**config.mk**
```make
export PLATFORM = sky130hd
export DESIGN_NAME = bounded_ordered_list
export DESIGN_NICKNAME = d
export VERILOG_FILES = /design/src/rtl/core/bol_pkg.sv /design/src/rtl/core/bol_cell.sv /design/src/rtl/core/bounded_ordered_list.sv
export VERILOG_INCLUDE_DIRS = /design/src /design/src/rtl/core
export SDC_FILE = /design/constraint.sdc
export NUM_CORES = 2
export LEC_CHECK = 0
export BUFFER_PORTS_ARGS = -buffer_cell sky130_fd_sc_hd__buf_4
export CAP_MARGIN = 5
export CORE_MARGIN = 10
export CORE_UTILIZATION = 55
export CTS_BUF_LIST = sky130_fd_sc_hd__clkbuf_8
export CTS_CLUSTER_DIAMETER = 150
export CTS_CLUSTER_SIZE = 28
export DETAILED_ROUTE_END_ITERATION = 16
export PLACE_DENSITY = 0.71
export SLEW_MARGIN = 10
export SYNTH_ARGS = -nofsm -noshare
export SYNTH_HDL_FRONTEND = slang
export SYNTH_SLANG_ARGS = --single-unit
export TNS_END_PERCENT = 1
```
**constraint.sdc**
```tcl
create_clock -name clk -period 9.1 [get_ports clk]
set_input_delay 2.73 -clock clk [delete_from_list [all_inputs] [get_ports clk]]
set_output_delay 2.73 -clock clk [all_outputs]
set_load 0.05 [all_outputs]
```
**src/rtl/core/bounded_ordered_list_defines.svh**
```systemverilog
// Assertion helpers used by the list RTL.
`ifndef BOUNDED_ORDERED_LIST_DEFINES_SVH
`define BOUNDED_ORDERED_LIST_DEFINES_SVH

// Same-cycle implication, sampled on clk, off while rst is high.
`define BOL_ASSERT_NOW(lbl, ante, cons, msg) \
  lbl: assert property (@(posedge clk) disable iff (rst) (ante) |-> (cons)) else $error(msg);

// Next-cycle implication, sampled on clk, off while rst is high.
`define BOL_ASSERT_NEXT(lbl, ante, cons, msg) \
  lbl: assert property (@(posedge clk) disable iff (rst) (ante) |=> (cons)) else $error(msg);

`endif

```
**src/rtl/core/bol_pkg.sv**
```systemverilog
package bol_pkg;

  // operation codes
  localparam logic [2:0] OP_INS_HEAD = 3'd0;
  localparam logic [2:0] OP_INS_TAIL = 3'd1;
  localparam logic [2:0] OP_INS_POS  = 3'd2;
  localparam logic [2:0] OP_DEL_POS  = 3'd3;
  localparam logic [2:0] OP_DUMP     = 3'd4;
  localparam logic [2:0] OP_CLEAR    = 3'd5;

  // status codes
  localparam logic [1:0] STAT_OK       = 2'd0;
  localparam logic [1:0] STAT_FULL     = 2'd1;
  localparam logic [1:0] STAT_NOTFOUND = 2'd2;

  // per-cycle command broadcast to every cell
  typedef struct packed {
    logic ins;  // open a gap at pos, load new value there
    logic del;  // close the gap at pos
    logic rot;  // rotate the occupied cells toward the head by one
  } cell_ctl_t;

endpackage

```
**src/rtl/core/bol_cell.sv**
```systemverilog
module bol_cell #(
  parameter int IDX = 0,
  parameter int CW  = 6
) (
  input  logic               clk,
  input  bol_pkg::cell_ctl_t ctl,
  input  logic [CW-1:0]      pos,
  input  logic [CW-1:0]      count,
  input  logic signed [31:0] new_value,
  input  logic signed [31:0] left,
  input  logic signed [31:0] right,
  input  logic signed [31:0] head,
  output logic signed [31:0] q
);

  localparam logic [CW-1:0] IDX_C = CW'(IDX);

  logic signed [31:0] q_next;
  logic [CW-1:0]      last_idx;

  assign last_idx = count - CW'(1);

  always_comb begin
    q_next = q;
    if (ctl.ins) begin
      if (IDX_C > pos) begin
        q_next = left;
      end else if (IDX_C == pos) begin
        q_next = new_value;
      end
    end else if (ctl.del) begin
      if (IDX_C >= pos) begin
        q_next = right;
      end
    end else if (ctl.rot) begin
      // tail takes the head value, the cells before it move one toward the head
      if (IDX_C == last_idx) begin
        q_next = head;
      end else if (IDX_C < last_idx) begin
        q_next = right;
      end
    end
  end

  always_ff @(posedge clk) begin
    q <= q_next;
  end

endmodule

```
**src/rtl/core/bounded_ordered_list.sv**
```systemverilog
// Bounded ordered list of up to CAPACITY signed 32-bit values, kept in a row
// of cells with the head in cell 0. Each input transfer carries one operation:
// insert at head, insert at tail, insert at a position (a position past the
// tail appends), delete at a position, dump, or clear. Every operation other
// than a dump returns one result, flagged last. A dump returns one result per
// element in head-to-tail order, the last one flagged; an empty dump returns a
// single result with element_valid low. Inserts and deletes need no
// sequencing: all cells compare their index to the position at once and shift
// toward their neighbor, so with out_ready held high the block takes one
// non-dump item per cycle. A dump first enters the dump state; then, whenever
// the output slot is free, the chain rotates by one and cell 0 is presented at
// the output; after one rotation per element the list is back in its original
// order. The output register frees the input side as soon as its result is
// taken. Cells past the tail hold stale data and are never shown.
module bounded_ordered_list #(
  parameter int CAPACITY = 32
) (
  input  logic               clk,
  input  logic               rst,
  input  logic               in_valid,
  output logic               in_ready,
  input  logic [2:0]         operation,
  input  logic signed [31:0] value,
  input  logic [15:0]        position,
  output logic               out_valid,
  input  logic               out_ready,
  output logic [1:0]         status,
  output logic [5:0]         length,
  output logic signed [31:0] element,
  output logic               element_valid,
  output logic               last
);

`include "bounded_ordered_list_defines.svh"

  localparam int CW = $clog2(CAPACITY + 1);
  localparam logic [CW-1:0] CAP_C = CW'(CAPACITY);

  // controller states
  localparam logic ST_IDLE = 1'b0;
  localparam logic ST_DUMP = 1'b1;

  logic state, state_next;
  logic [CW-1:0] count, count_next;
  logic [CW-1:0] dump_idx, dump_idx_next;
  logic [CW-1:0] cell_pos, ins_pos;
  logic [15:0]   count16;
  bol_pkg::cell_ctl_t ctl;
  logic signed [31:0] cell_q [CAPACITY];

  logic in_xfer, slot_free, load_out;
  logic [1:0]         r_status;
  logic signed [31:0] r_element;
  logic               r_valid, r_last;

  assign slot_free = !out_valid || out_ready;
  assign in_ready  = (state == ST_IDLE) && slot_free;
  assign in_xfer   = in_valid && in_ready;
  assign count16   = 16'(count);
  // insert position clamped to the tail
  assign ins_pos   = (position > count16) ? count : position[CW-1:0];

  always_comb begin
    state_next    = state;
    count_next    = count;
    dump_idx_next = dump_idx;
    ctl           = '0;
    cell_pos      = ins_pos;
    load_out      = 1'b0;
    r_status      = bol_pkg::STAT_OK;
    r_element     = '0;
    r_valid       = 1'b0;
    r_last        = 1'b1;
    unique case (state)
      ST_IDLE: begin
        if (in_xfer) begin
          unique case (operation) inside
            bol_pkg::OP_INS_HEAD, bol_pkg::OP_INS_TAIL, bol_pkg::OP_INS_POS: begin
              load_out = 1'b1;
              if (count == CAP_C) begin
                r_status = bol_pkg::STAT_FULL;
              end else begin
                ctl.ins    = 1'b1;
                count_next = count + CW'(1);
                if (operation == bol_pkg::OP_INS_HEAD) begin
                  cell_pos = '0;
                end else if (operation == bol_pkg::OP_INS_TAIL) begin
                  cell_pos = count;
                end
              end
            end
            bol_pkg::OP_DEL_POS: begin
              load_out = 1'b1;
              if (position >= count16) begin
                r_status = bol_pkg::STAT_NOTFOUND;
              end else begin
                ctl.del    = 1'b1;
                cell_pos   = position[CW-1:0];
                count_next = count - CW'(1);
              end
            end
            bol_pkg::OP_DUMP: begin
              if (count == '0) begin
                load_out = 1'b1;
              end else begin
                state_next    = ST_DUMP;
                dump_idx_next = '0;
              end
            end
            bol_pkg::OP_CLEAR: begin
              load_out   = 1'b1;
              count_next = '0;
            end
            default: begin
              load_out = 1'b1;
            end
          endcase
        end
      end
      ST_DUMP: begin
        if (slot_free) begin
          // present head, rotate chain so the next element reaches cell 0
          load_out      = 1'b1;
          r_element     = cell_q[0];
          r_valid       = 1'b1;
          r_last        = (dump_idx == count - CW'(1));
          ctl.rot       = 1'b1;
          dump_idx_next = dump_idx + CW'(1);
          if (r_last) begin
            state_next = ST_IDLE;
          end
        end
      end
      default: begin
        state_next = ST_IDLE;
      end
    endcase
  end

  always_ff @(posedge clk) begin
    if (rst) begin
      state     <= ST_IDLE;
      count     <= '0;
      dump_idx  <= '0;
      out_valid <= 1'b0;
    end else begin
      state    <= state_next;
      count    <= count_next;
      dump_idx <= dump_idx_next;
      if (load_out) begin
        out_valid <= 1'b1;
      end else if (out_ready) begin
        out_valid <= 1'b0;
      end
    end
  end

  // result payload, loaded with each new result
  always_ff @(posedge clk) begin
    if (load_out) begin
      status        <= r_status;
      length        <= 6'(count_next);
      element       <= r_element;
      element_valid <= r_valid;
      last          <= r_last;
    end
  end

  // the cell chain
  for (genvar g = 0; g < CAPACITY; g++) begin : g_cell
    logic signed [31:0] left_v, right_v;
    if (g == 0) begin : g_first
      assign left_v = value;
    end else begin : g_mid
      assign left_v = cell_q[g-1];
    end
    if (g == CAPACITY - 1) begin : g_tail
      assign right_v = cell_q[g];
    end else begin : g_inner
      assign right_v = cell_q[g+1];
    end
    bol_cell #(
      .IDX (g),
      .CW  (CW)
    ) u_cell (
      .clk       (clk),
      .ctl       (ctl),
      .pos       (cell_pos),
      .count     (count),
      .new_value (value),
      .left      (left_v),
      .right     (right_v),
      .head      (cell_q[0]),
      .q         (cell_q[g])
    );
  end

  `BOL_ASSERT_NOW(a_count_bound, 1'b1, count <= CAP_C, "element count above capacity")
  `BOL_ASSERT_NOW(a_dump_nonempty, state == ST_DUMP, count != '0, "dump with empty list")
  `BOL_ASSERT_NEXT(a_full_refused, in_xfer && count == CAP_C && operation != bol_pkg::OP_DEL_POS && operation != bol_pkg::OP_CLEAR, $stable(count), "insert changed a full list")
  `BOL_ASSERT_NOW(a_midresult_dump, out_valid && !last, state == ST_DUMP, "non-last result outside dump")

endmodule
```
==> results.toml <==
[yosys]
yosys.area_share.simple_pct = 13.6
seq_area_frac_synth_pct = 49.7
ys_top_cells_by_count = "1,066 x edfxtp_1, 730 x nand2_1, 699 x clkbuf_1"
synth.distinct_cells = 86
async_flop_share_pct = 0
synth_compound_area_share_pct = 20.9
yosys.cell_count.top_type = "edfxtp_1"
synth_top_family_by_area = "compound AO/OA/AOI/OAI gates"
yosys-top-cells-area = "edfxtp_1 49%, mux2i_1 10%, a221oi_1 5.2%, nand2_1 4.2%, clkbuf_1 4.0%"
synthFlopType = "edfxtp_1"
synth_fa_ha_area_share_pct = 0.231
synth_mux_area_share_pct = 10.4
ys.warnings.count = 0
synth_xor_area_share_pct = 0.175
synth_edf_count = 1066
synthesis.area_um2 = 64900
synth_cells = 6124
yosys.area.top_type_share_pct = 49.3
synth_nets = 6191
ys_ff_latch = 1080
syn_avg_cell_area_um2 = 10.6
synth.largest_area_cell = "edfxtp_1"

[worst_setup_path]
crit_required_ns = 9.60
worstRegToRegCells = 12
crit_arrival_ns = 7.39
crit_path_end_kind = "flip-flop"
rrSetupSlack_ns = 3.16
crit_type = "input port to flip-flop"
critPathLaunchType = "input port"
crit_path_max_fanout = 33
timing.rr.start = "count[5]$_SDFF_PP0_"
r2r_end = "g_cell[25].u_cell.q[10]$_DFFE_PP_"

[final_layout]
fillers = 9720
drive_gt1_share_pct = 9.64
nets = 5730
syn_to_final_growth_pct = 4.19
fin_area_um2 = 67600
final_cells = 7202

[grt]
grt-ovfl-total = 0
antenna_found_initial = 4
grt_pass1_vias = 52127
grt_pass1_wl_mm = 343
grt_max_degree = 197
grt_usage_pct = 33.2

[timing]
min_period_ns = 6.89
rsz0062_at_grt = "no"
drv_slew = 0
fmax_ghz = 0.145
timing.hold.ws_ns = 0.567
finalWorstSetupSlack_ns = 2.21
tightest_slew_ns = 1.30
fin_crit_sh_pct = 75.8
fin_setup_tns_ns = 0
final-setup-viol-count = 0
finalHoldViolations = 0
max_slew_margin_pct = 13.6
fin_worst_skew_ns = 0.0329

[placed_design]
port_buffers = 98
pre_cts_slack_ns = 1.37
dpl.cell_count = 7141
dp_hpwl_mm = 144
place_area_um2 = 66900
gp_congestion = 0.945

[routing]
drt_wl_total_mm = 229
drc = 0
post_drt_wl_per_cell_um = 31.8
drtPass1Iterations = 8
first_iter_violations = 8991
routed_via_density = 7.63
postRouteAntennaNets = 0
via_count = 54967

[min_path]
hold_end = "dump_idx[1]$_SDFFE_PP0P_"
hold_start = "dump_idx[1]$_SDFFE_PP0P_"
hold_path.class = "flip-flop to flip-flop"
whs_path_depth = 2

[clocking]
numCtsBuffers = 44
hold_buffers = 0
clk_pin_slew_ns = 0.19
clockBufferDepth = 3
htreeDepth = 2
clkSinkCount = 1080
insertion_delay_ns = 0.85
tritoncts = "done"
postCtsSetupBuffers = 0
clock-root-buffer = "clkbuf_8"
post_cts_resized = 0

[power_and_ir_drop]
p_seq_share_pct = 63.0
power.share.combinational_pct = 15.1
p_switching_uw = 2670
p_clk_share_pct = 21.9
ir_drop_mv = 0.0981
internal-power_uw = 6780
p_sw_share_pct = 28.3
power.density_nw_per_um2 = 140
p_leak_uw = 0.0226

[die]
dieArea_um2 = 132000
core-area_um2 = 117000
die_w_um = 364
pin_count = 99
die_h_um = 364
start_util_pct = 55.6
rows = 125

[run]
drv_cap = 0

[outcome]
status = "finished, final reports clean"
==> power by group through the flow <==
| stage | Clock (uW) | Combinational, uW | Sequential (uW) |
|---|---|---|---|
| floorplan | 0 | 900 | 6060 |
| global placement | 0 | 1350 | 6060 |
| detailed placement | 0 | 1380 | 6060 |
| CTS | 2080 | 1380 | 5950 |
| global route | 2210 | 1520 | 5990 |
| finish | 2070 | 1430 | 5960 |
==> area by class of cell <==
| cell class | count | area [um2] | area share [%] |
|---|---|---|---|
| repair buffers | 302 | 2370 | 3.50 |
| clock buffers | 45 | 619 | 0.916 |
| clock inverters | 12 | 83.8 | 0.124 |
| diodes | 4 | 10.0 | 0.0148 |
| inverters | 9 | 33.8 | 0.0499 |
| multi-input cells | 4226 | 30300 | 44.8 |
| well taps | 1524 | 1910 | 2.82 |
| flip-flops and latches | 1080 | 32300 | 47.7 |
==> per-layer routing <==
metal | GRT usage, % | up-vias | wire length [um]
met5 | 0 | - | 49
met4 | 12.0 | 8 | 8730
met1 | 47.8 | 26924 | 92400
met3 | 8.29 | 572 | 30400
met2 | 48.2 | 4160 | 97300
li1 | - | 23303 | -
==> sequential cells by signal, indices dropped and copies added, names as in the netlist <==
name             count
g_cell.u_cell.q   1024
last                 1
count                6
element             32
status               2
length               6
out_valid            1
dump_idx             6
element_valid        1
state                1
==> worst max-delay path, stage by stage <==
cell,delay (ns)
buf_4,0.12
ha_1,0.31
a2111oi_1,0.59
o211ai_1,0.32
o211ai_1,0.28
and3_1,0.93
buf_4,0.26
a211oi_4,0.04
buf_4,0.30
or2_2,0.67
o22ai_4,0.28
buf_4,0.46
==> stage by stage <==
stage          utilization [%]  total power [uW]
2_1_floorplan                -              6960
3_3_place_gp              57.4              7410
3_5_place_dp              57.4              7440
4_1_cts                   58.0              9410
5_1_grt                   58.0              9710
6_report                  58.0              9460
==> worst max-delay path by stage <==
| stage | start | endpoint |
|---|---|---|
| after floorplan | position[5] | g_cell[0].u_cell.q[0]$_DFFE_PP_ |
| after global placement | position[5] | g_cell[25].u_cell.q[10]$_DFFE_PP_ |
| after detailed placement | position[5] | g_cell[25].u_cell.q[5]$_DFFE_PP_ |
| after CTS | position[5] | g_cell[25].u_cell.q[16]$_DFFE_PP_ |
| after global routing | position[5] | g_cell[19].u_cell.q[3]$_DFFE_PP_ |
| final | position[5] | g_cell[25].u_cell.q[10]$_DFFE_PP_ |
==> logic make-up (layout without fill, tap and decap cells) <==
kind of cell | after synthesis | in the layout
AOI/OAI and AO/OA | 1789 | 1789
adders and majority gates | 12 | 12
muxes | 675 | 675
DFF | 1080 | 1080
other | 0 | 4
xor gates and xnor gates | 13 | 13
buffers and inverters | 818 | 368
and+or+nand+nor | 1737 | 1737
==> layout by cell type, fill, tap and decap left out, drive strengths merged, types with 18 or more instances in the layout <==
| cell | count |
|---|---|
| nor4 | 362 |
| o211ai | 41 |
| a21oi | 198 |
| a221o | 95 |
| o21ai | 170 |
| a31oi | 232 |
| edfxtp | 1066 |
| nor3b | 33 |
| o221a | 64 |
| inv | 18 |
| nand3 | 58 |
| buf | 302 |
| and3 | 72 |
| mux2i | 673 |
| clkbuf | 45 |
| a21boi | 33 |
| o21a | 31 |
| a32oi | 30 |
| and2 | 103 |
| o31a | 32 |
| nor2 | 109 |
| nor3 | 25 |
| nor2b | 202 |
| a221oi | 387 |
| o311a | 63 |
| a21o | 38 |
| nand2 | 730 |
| a22oi | 35 |
| a211oi | 292 |
Note: power is estimated with default switching activity, not from simulation.
